**src/rtl/sacm_pkg.sv**
```systemverilog
// Package of the set-associative LRU cache tag and miss controller.
// Holds the channel word types, status codes and front-to-back link types.
// Depends on nothing; every other file but sacm_ram imports it.
`timescale 1ns / 1ps
`default_nettype none
package sacm_pkg;

  localparam int ADDR_W = 48;

  typedef enum logic [2:0] {
    ST_HIT        = 3'd0,
    ST_MERGED     = 3'd1,
    ST_ISSUED     = 3'd2,
    ST_MSHR_FULL  = 3'd3,
    ST_SET_LOCKED = 3'd4,
    ST_FILL_DONE  = 3'd5
  } status_t;

  typedef enum logic [1:0] {
    K_READ  = 2'd0,
    K_WRITE = 2'd1,
    K_FILL  = 2'd2
  } kind_t;

  localparam logic [1:0] OP_WRITE = 2'd1;
  localparam logic [1:0] OP_FILL  = 2'd2;

  typedef struct packed {
    logic [1:0]        opcode;
    logic [ADDR_W-1:0] access_address;
  } in_word_t;

  typedef struct packed {
    logic [2:0]        status;
    logic              mem_read_valid;
    logic [ADDR_W-1:0] mem_read_address;
    logic              writeback_valid;
    logic [ADDR_W-1:0] writeback_address;
  } out_word_t;

  typedef struct packed {
    kind_t             kind;
    logic [ADDR_W-1:0] addr;
  } q_entry_t;

  typedef struct packed {
    logic     valid;
    q_entry_t entry;
  } fq_t;

  typedef struct packed {
    logic pop;
    logic clearing;
  } bk_t;

endpackage
`default_nettype wire

```
**src/rtl/sacm_front.sv**
```systemverilog
// Front end: accepts input words, masks the address, classifies the opcode
// and holds them in a two-entry queue for the back end. Uses sacm_pkg.
`timescale 1ns / 1ps
`default_nettype none
module sacm_front
  import sacm_pkg::*;
#(
  parameter int ADDRESS_BITS = 48
) (
  input  wire logic     clk,
  input  wire logic     rst_n,
  input  wire logic     in_valid,
  output logic          in_stall,
  input  wire in_word_t in_word,
  output fq_t           fq,
  input  wire bk_t      bk
);

  localparam logic [ADDR_W-1:0] AMASK = (ADDRESS_BITS >= ADDR_W) ? {ADDR_W{1'b1}} :
                                        ADDR_W'((64'd1 << ADDRESS_BITS) - 64'd1);

  q_entry_t   q_r [2];
  logic       wp_r, rp_r;
  logic [1:0] cnt_r, cnt_nxt;
  logic       push;
  q_entry_t   ent;

  assign in_stall = bk.clearing | (cnt_r == 2'd2);
  assign push     = in_valid & ~in_stall;

  always_comb begin
    case (in_word.opcode)
      OP_WRITE: ent.kind = K_WRITE;
      OP_FILL:  ent.kind = K_FILL;
      default:  ent.kind = K_READ;
    endcase
    ent.addr = in_word.access_address & AMASK;
  end

  always_comb begin
    cnt_nxt = cnt_r + {1'b0, push} - {1'b0, bk.pop};
  end

  always_ff @(posedge clk) begin
    if (!rst_n) begin
      wp_r  <= 1'b0;
      rp_r  <= 1'b0;
      cnt_r <= 2'd0;
    end else begin
      cnt_r <= cnt_nxt;
      if (push) begin
        wp_r <= ~wp_r;
      end
      if (bk.pop) begin
        rp_r <= ~rp_r;
      end
    end
  end

  always_ff @(posedge clk) begin
    if (push) begin
      q_r[wp_r] <= ent;
    end
  end

  assign fq.valid = (cnt_r != 2'd0);
  assign fq.entry = q_r[rp_r];

endmodule
`default_nettype wire

```
**config.mk**
```make
export PLATFORM = sky130hd
export DESIGN_NAME = sacm_front
export DESIGN_NICKNAME = d
export VERILOG_FILES = /design/src/rtl/sacm_pkg.sv /design/src/rtl/sacm_front.sv
export SDC_FILE = /design/constraint.sdc
export NUM_CORES = 1
export LEC_CHECK = 0
export BUFFER_PORTS_ARGS = -buffer_cell sky130_fd_sc_hd__buf_4
export CAP_MARGIN = 10
export CORE_MARGIN = 3
export CORE_UTILIZATION = 35
export DETAILED_ROUTE_END_ITERATION = 12
export RECOVER_POWER = 50
export SYNTH_ARGS = -nofsm -noshare
export SYNTH_HDL_FRONTEND = slang
export SYNTH_SLANG_ARGS = --single-unit
```
**constraint.sdc**
```tcl
create_clock -name clk -period 4.3 [get_ports clk]
set_input_delay 0.645 -clock clk [delete_from_list [all_inputs] [get_ports clk]]
set_output_delay 0.645 -clock clk [all_outputs]
set_load 0.02 [all_outputs]
```
; ---- After elaboration in Yosys (flattened, before gate mapping)
; Memories as Yosys holds them, arrays and structs flattened. A register that Yosys moved wholly into a read port is not among the register bits.
; Index checks and enable logic that the tools add are counted.
[classes]
addsub = 2
eq_ne = 3
n_mux = 5
bitwise = 5
n_reduce_logical = 1
[op_table]
columns = operator, count
row1 = $eq A2 B2 Y1 const B, 2
row2 = $mux W1, 4
row3 = $pmux W2 S2, 1
row4 = $not A1 Y1, 3
row5 = $add A2 B1 Y2, 1
row6 = $eq A2 B1 Y1 const B, 1
row7 = $reduce_bool A2 Y1, 1
row8 = $sub A2 B1 Y2, 1
row9 = $and A1 B1 Y1, 1
row10 = $or A1 B1 Y1, 1
[word_totals]
register_bits = 4
ram_bits = 100
inputBits = 55
output_inout_bits = 52
elab_cells = 20
n_memories = 1
[memory_table]
columns = name, depth, width, rd, rd_clocked_by_memory_dff, wr, line_no
row1 = q_r, 2, 50, 1, 1, 1, sacm_front.sv:22  ; q_entry_t q_r [2];

; ---- Longest topological paths before layout
; Gate-level depths: netlist of the first run.
[logic_depth]
ltp_word = 6
ltp_mapped = 8
ltp_nobuf = 8

; ---- Least setup slack after synthesis of the first run
; OpenSTA, ideal clock, no wires.
[synth_timing]
path_kind = input to register
startpoint = in bk[0] in the netlist's numbering
endpoint = mem q_r[0][0] in the netlist's numbering, enable pin
setup_time_ps = 458
arrival_ps = 2990
required_time_ps = 3842
path_slack_ps = 852
stages = 2
path_buffers = 0
path_cell_list = nand3b_1 -> nor2_1
[synth_between]
elab_chain_cells = 5
[synth_lines]
columns = item, line_no
row1 = "start, declared", sacm_front.sv:16  ; input wire bk_t bk
row2 = $or A1 B1 Y1, sacm_front.sv:28  ; assign in_stall = bk.clearing | (cnt_r == 2'd2);
row3 = $not A1 Y1, sacm_front.sv:29  ; assign push = in_valid & ~in_stall;
row4 = $and A1 B1 Y1, sacm_front.sv:29
row5 = $mux W1, sacm_front.sv:61  ; if (push) begin
row6 = $mux W1 (not written as such), sacm_front.sv:62  ; q_r[wp_r] <= ent;
row7 = "end, declared", sacm_front.sv:22
; Every way passes these cells.

; ---- Final worst setup path of the first run
[layout_timing]
startpoint = in bk[0] in the netlist's numbering
endpoint = mem q_r[0][20] in the netlist's numbering, enable pin
; Same word-level chain as after synthesis.

==> flow_metrics.env, run 1 <==
export IMPL_core_area_sq_mm=0.0112
export IMPL_worstMarginPinSlew_ns=1.60
export IMPL_dp_hpwl_mm=4.56
export IMPL_start_kind="input pin"
export IMPL_yosys_cell_types_count=17
export IMPL_drive_above_1_share=0.490
export IMPL_p_per_area_mw_per_mm2=454
export IMPL_grt_pass1_wl_mm=10.3
export IMPL_swShare=0.226
export IMPL_via_count=1930
export IMPL_p_seq_frac=0.521
export IMPL_ys_warn_count=0
export IMPL_cts_htree_levels=3
export IMPL_n_antenna_cell=0
export IMPL_cpMaxStageDelayCell="nor2_1"
export IMPL_violations="capacitance limit, slew limit"
export IMPL_first_pass_iters=4
export IMPL_clock_fmax_mhz=375
export IMPL_setup_tns_ns=0
export IMPL_clk_pin_slew_ns=0.07
export IMPL_power_switching_uw=532
export IMPL_root_buffer="clkbuf_16"
export IMPL_clk_path_buf_depth=2
export IMPL_peakVddDrop_uv=296
export IMPL_clkPwrFrac=0.331
export IMPL_worstPathRequired_ns=4.31
export IMPL_critical_path_max_stage_delay_ns=1.23
export IMPL_drcViolationCount=0
export IMPL_portBuffers=106
export IMPL_syn_area_per_cell_sq_um=22.5
export IMPL_grt_pass1_vias=1938
export IMPL_gp_congestion=0.672
export IMPL_drtIter0Drc=43
export IMPL_p_int_mw=1.82
export IMPL_hp_class="flop to flop"
export IMPL_synth_nets=240
export IMPL_die_h_um=114
export IMPL_slew_viol_final=20
export IMPL_ys_ff_latch=105
export IMPL_ctsHoldBuffers=0
export IMPL_ys_seq_area_frac=0.754
export IMPL_period_share=0.621
export IMPL_maxSlewHeadroom=-0.0715
export IMPL_rows=38
export IMPL_clk_latency_ns=0.33
export IMPL_clkSinkCount=105
export IMPL_finalClockSkew_ns=0.00641
export IMPL_finalHoldViolations=0
export IMPL_syn_area_sq_mm=0.00411
export IMPL_crit_family="simple AND/OR/NAND/NOR gates"
export IMPL_synth_cells=183
export IMPL_cts_resized=0
export IMPL_crit_arrival_ns=2.68
export IMPL_setup_violations=0
export IMPL_rsz0062_at_grt="no"
export IMPL_numCtsBuffers=9
export IMPL_antenna_found_initial=0
export IMPL_vias_per_cell=4.37
export IMPL_area_growth_syn_to_layout_pct=26.1
export IMPL_critPathCaptureType="flop"
export IMPL_p_leak_nw=1.97
export IMPL_overflow=0
export IMPL_grtUsageTotal=0.106
export IMPL_dieArea_sq_mm=0.0131
export IMPL_tritoncts="built"
export IMPL_cp_max_fo=19
export IMPL_period_needed_ns=2.67
export IMPL_die_w_um=114
export IMPL_avgRoutedWirePerCell_um=15.3
export IMPL_ant_nets=0
export IMPL_boundaryPins=107
export IMPL_fin_nets=354
export IMPL_maxCapViolations=1
export IMPL_post_cts_buffers=0
export IMPL_worstSetupPathType="input pin to flop"
export IMPL_combinationalPowerShare=0.148
export IMPL_totalWireLength_mm=6.78
export IMPL_path_cells="buf_4, nand3b_1, nor2_1, buf_4"
export IMPL_status="finished, violations left"
export IMPL_critPathBufInv=2
export IMPL_initial_core_util=0.368
export IMPL_grt_max_degree=51
export IMPL_final_util=0.464
export IMPL_cp_common_cell="buf_4"
==> layer usage <==
metal | up-vias | share of wire | global-route usage
met2 | 68 | 0.47 | 0.160
met4 | 0 | 0.0074 | 0.0356
met3 | 5 | 0.074 | 0.0418
met1 | 928 | 0.45 | 0.140
li1 | 929 | - | -
met5 | - | 0 | 0
==> state kept, by name (all words and copies together) (netlist names), named ones only <==
register	flops
cnt_r	2
q_r	100
rp_r	1
wp_r	1
==> per-stage QoR <==
stage	std cells	setup slack [ns]	total power [mW]	instance area [sq um]	hold slack, ns
6_report	442	1.63	2.36	5190	0.481
5_1_grt	442	1.28	2.48	5190	0.494
4_1_cts	442	1.74	2.41	5300	0.481
3_5_place_dp	426	1.76	1.62	5010	0.510
3_3_place_gp	426	1.81	1.62	5010	0.491
2_1_floorplan	183	0.852	1.48	4110	0.451
==> cells by family after synthesis <==
| group | count (synthesis) | share of synthesized area |
|---|---|---|
| muxes | 51 | 0.185 |
| adders and majority gates | 2 | 0.00608 |
| and+or+nand+nor | 14 | 0.0192 |
| xor gates and xnor gates | 3 | 0.00639 |
| DFF | 105 | 0.754 |
| buffers and inverters | 8 | 0.0289 |
==> placed cells by master, fill, tap and decap left out <==
master,instances
clkbuf_16,9
or2_2,1
mux2i_1,1
nand2b_1,2
inv_1,2
buf_4,57
clkbuf_4,25
clkbuf_1,29
nor2b_1,2
dfxtp_4,1
nor2_1,2
and2_1,4
clkinv_2,2
nand2_1,2
xor2_1,1
xnor2_1,2
edfxtp_1,100
clkinv_4,1
mux2_4,50
ha_1,2
nand3b_1,1
dfxtp_1,4
clkinvlp_4,1
bufinv_16,1
==> cells in the mapped netlist <==
master | n | area share
dfxtp_1 | 5 | 0.024
nand2_1 | 2 | 0.0018
buf_6 | 1 | 0.0027
nand3b_1 | 1 | 0.0018
edfxtp_1 | 100 | 0.73
and2_1 | 4 | 0.0061
nor2_1 | 2 | 0.0018
nand2b_1 | 2 | 0.0030
buf_12 | 5 | 0.024
or2_2 | 1 | 0.0015
xnor2_1 | 2 | 0.0043
mux2i_1 | 1 | 0.0024
nor2b_1 | 2 | 0.0030
inv_1 | 2 | 0.0018
ha_1 | 2 | 0.0061
xor2_1 | 1 | 0.0021
mux2_4 | 50 | 0.18
==> worst reg2reg max path, stage by stage (launching register included) <==
cell and delay (ns):
dfxtp_1 0.34, nand2b_1 0.13, nand3b_1 0.17, nor2_1 1.23, buf_4 0.46
==> cell type report <==
cell class                      count  area (sq um)
Fill cell                         996          5990
Sequential cell                   105          3110
Multi-Input combinational cell     70           891
Timing Repair Buffer              109           717
Clock buffer                       11           233
Tap cell                          140           175
Clock inverter                      5          56.3
Inverter                            2          7.51
==> final timing paths <==
path | from | end | slack (ns) | depth (start not counted)
min | wp_r | wp_r | 0.48 | 2
max reg2reg | cnt_r[0] | q_r[0][20] | 1.64 | 4
max | bk[0] | q_r[0][20] | 1.63 | 4
min reg2reg | wp_r | wp_r | 0.48 | 2
==> power by group through the flow <==
| stage | clock (mW) | combinational (mW) | sequential (mW) |
|---|---|---|---|
| floorplan | 0 | 0.255 | 1.23 |
| global placement | 0 | 0.368 | 1.25 |
| detailed placement | 0 | 0.371 | 1.25 |
| CTS | 0.813 | 0.372 | 1.23 |
| global route | 0.869 | 0.375 | 1.23 |
| finish | 0.780 | 0.348 | 1.23 |
(Power assumes the default switching activity.)
==> run 2: changes to the inputs <==
ABC_AREA = 1   (was default)
clock period = 2.6 ns   (was 4.3 ns; I/O delays follow)
==> run 2 against run 1 <==
The flow now finishes without violations; sequential share of layout area fell by 1.2 points; critical endpoint is now fq[45]; clock power rose by 78%; count of clock-buffer cells in the layout down 1.
==> flow_metrics.env, run 2 <==
export IMPL_synth_edff_count=100
export IMPL_slew_viol_final=0
export IMPL_reg2reg_depth=5
export IMPL_clk_pin_slew_ns=0.07
export IMPL_start_kind="flop"
export IMPL_synth_common_cells="100 x edfxtp_1, 50 x mux2_4, 12 x inv_1"
export IMPL_portBuffers=106
export IMPL_numCtsBuffers=9
export IMPL_hp_class="input pin to flop"
export IMPL_cpMaxStageDelayCell="dfxtp_4"
export IMPL_synth_cells=198
export IMPL_maxCapViolations=0
export IMPL_ys_ff_latch=105
export IMPL_gp_congestion=0.686
export IMPL_crit_arrival_ns=1.78
export IMPL_finalHoldViolations=0
export IMPL_synth_top_cell_by_area="edfxtp_1"
export IMPL_antenna_found_initial=0
export IMPL_root_buffer="clkbuf_16"
export IMPL_hold_path_end="q_r[0][18]"
export IMPL_multi_input_area_sq_um=876
export IMPL_critPathCaptureType="output pin"
export IMPL_syn_area_per_cell_sq_um=20.8
export IMPL_drtIter0Drc=88
export IMPL_setup_violations=0
export IMPL_cts_resized=0
export IMPL_period_share=0.836
export IMPL_setup_tns_ns=0
export IMPL_status="finished, final reports clean"
export IMPL_grtUsageTotal=0.107
export IMPL_preCtsSetupSlack_ns=0.751
export IMPL_worstPathRequired_ns=2.21
export IMPL_totalWireLength_mm=6.76
export IMPL_hold_depth=1
export IMPL_reg_top3="q_r x100, cnt_r x2"
export IMPL_clkSinkCount=105
export IMPL_maxSlewHeadroom=0.185
export IMPL_synth_most_common_cell="edfxtp_1"
export IMPL_tritoncts="built"
export IMPL_setup_slack_ns=0.426
export IMPL_r2r_end="q_r[0][3]"
export IMPL_ant_nets=0
export IMPL_worstMarginPinSlew_ns=1.22
export IMPL_via_count=2018
export IMPL_syn_area_sq_mm=0.00413
export IMPL_core_area_sq_mm=0.0115
export IMPL_yosys_area_top_type_share=0.727
export IMPL_p_leak_nw=2.08
export IMPL_period_needed_ns=2.17
export IMPL_async_flop_share=0
export IMPL_path_cells="buf_12, mux2_4, buf_4"
export IMPL_grt_pass1_vias=2066
export IMPL_post_cts_buffers=0
export IMPL_stdcell_count=461
export IMPL_ctsHoldBuffers=0
export IMPL_dp_hpwl_mm=4.63
export IMPL_initial_core_util=0.360
export IMPL_largest_reg_flops=100
export IMPL_grt_pass1_wl_mm=10.4
export IMPL_fin_nets=370
export IMPL_critical_path_max_stage_delay_ns=0.62
export IMPL_drcViolationCount=0
export IMPL_final_util=0.462
export IMPL_r2r_slack_ns=0.52
export IMPL_area_growth_syn_to_layout_pct=28.3
export IMPL_grt_max_degree=30
export IMPL_finalClockSkew_ns=0.00675
export IMPL_clk_latency_ns=0.34
export IMPL_rows=39
export IMPL_n_antenna_cell=0
export IMPL_synth_ff_type="edfxtp_1"
export IMPL_yosys_cell_types_count=12
export IMPL_boundaryPins=107
export IMPL_fillers=1031
export IMPL_vias_per_cell=4.38
export IMPL_seq_area_sq_mm=0.00311
export IMPL_clock_fmax_mhz=460
export IMPL_cts_htree_levels=3
export IMPL_worstSetupPathType="flop to output pin"
export IMPL_peakVddDrop_uv=329
export IMPL_cp_max_fo=29
export IMPL_overflow=0
export IMPL_drive_above_1_share=0.491
export IMPL_dp_cells=445
export IMPL_synth_nets=255
export IMPL_final_cell_mix="100 x edfxtp_1, 55 x buf_4, 50 x mux2_4"
export IMPL_top_register="q_r"
export IMPL_layout_commonest_cell="edfxtp_1"
export IMPL_rr_startpoint="cnt_r[0]"
export IMPL_first_pass_iters=4
export IMPL_rsz0062_at_grt="no"
export IMPL_worstHoldStart="in_word[18]"
export IMPL_ys_warn_count=0
export IMPL_dieArea_sq_mm=0.0131
export IMPL_synthTopCellsByArea="edfxtp_1 73%, mux2_4 18%, buf_12 2.4%"
export IMPL_avgRoutedWirePerCell_um=14.7
export IMPL_die_w_um=115
export IMPL_p_per_area_mw_per_mm2=724
export IMPL_ys_seq_area_frac=0.752
export IMPL_die_h_um=115
export IMPL_clk_path_buf_depth=2
## run 2: cell count changes after synthesis, moves of 2 or more
cell / change
nor2_1: +6
inv_1: +10
and2_1: -4
nand3_1: +2
nor2b_1: -2
nand2b_1: -2
xnor2_1: -2
nand2_1: +9
## run 2: area by class of cell
class | instances | share of cell area
clock buffers | 10 | 0.0433
clock inverters | 6 | 0.0156
inverters | 12 | 0.00851
multi-input cells | 75 | 0.165
flip-flops and latches | 105 | 0.587
well taps | 143 | 0.0338
repair buffers | 110 | 0.147
## run 2: where the power goes
part	leakage [nW]	switching, mW	internal (mW)
registers	0.958	0.0327	1.94
clock network	0.154	0.554	0.839
logic	0.964	0.232	0.238
total	2.08	0.819	3.01
## run 2: how the worst max path moves through the flow
| stage | from | cells past startpoint | endpoint | slack, ns |
|---|---|---|---|---|
| CTS | flop | 3 | fq[45] | 0.38 |
| detailed placement | flop | 3 | fq[45] | 0.75 |
| global route | flop | 3 | fq[45] | 0.34 |
| finish | flop | 3 | fq[45] | 0.43 |
| global placement | flop | 3 | fq[45] | 0.75 |
| floorplan | bk[0] | 3 | q_r[0][0] | 0.28 |
## run 2: cells by family (layout without fill, tap and decap cells)
family / count (synthesis) / after routing / share of synthesized area
AO/OA/AOI/OAI: 1 / 1 / 0.00121
multiplexers: 50 / 50 / 0.182
AND/OR/NAND/NOR: 22 / 22 / 0.0212
flip-flops: 105 / 105 / 0.752
buffers and inverters: 18 / 138 / 0.0379
adder cells (fa/ha/maj): 2 / 2 / 0.00606
## run 2: per-layer routing
layer  vias to the layer above  track usage  part of all wire
met1                       964        0.129              0.41
met2                        72        0.169              0.50
met4                         0       0.0475             0.015
li1                        975            -                 -
met5                         -            0                 0
met3                         7       0.0407             0.078
## run 2: metrics by stage
step           area, sq um  total power, mW  hold slack, ns
4_1_cts               5370             3.91           0.219
5_1_grt               5290             4.01           0.239
3_5_place_dp          5060             2.51           0.498
3_3_place_gp          5060             2.50           0.477
2_1_floorplan         4130             2.31           0.463
6_report              5290             3.83           0.249
## run 2: critical path, delay by kind of cell, from the launching register on
kind,cells,cell delay [ns]
buf+inv,2,0.46
flops,1,0.62
mux,1,0.34
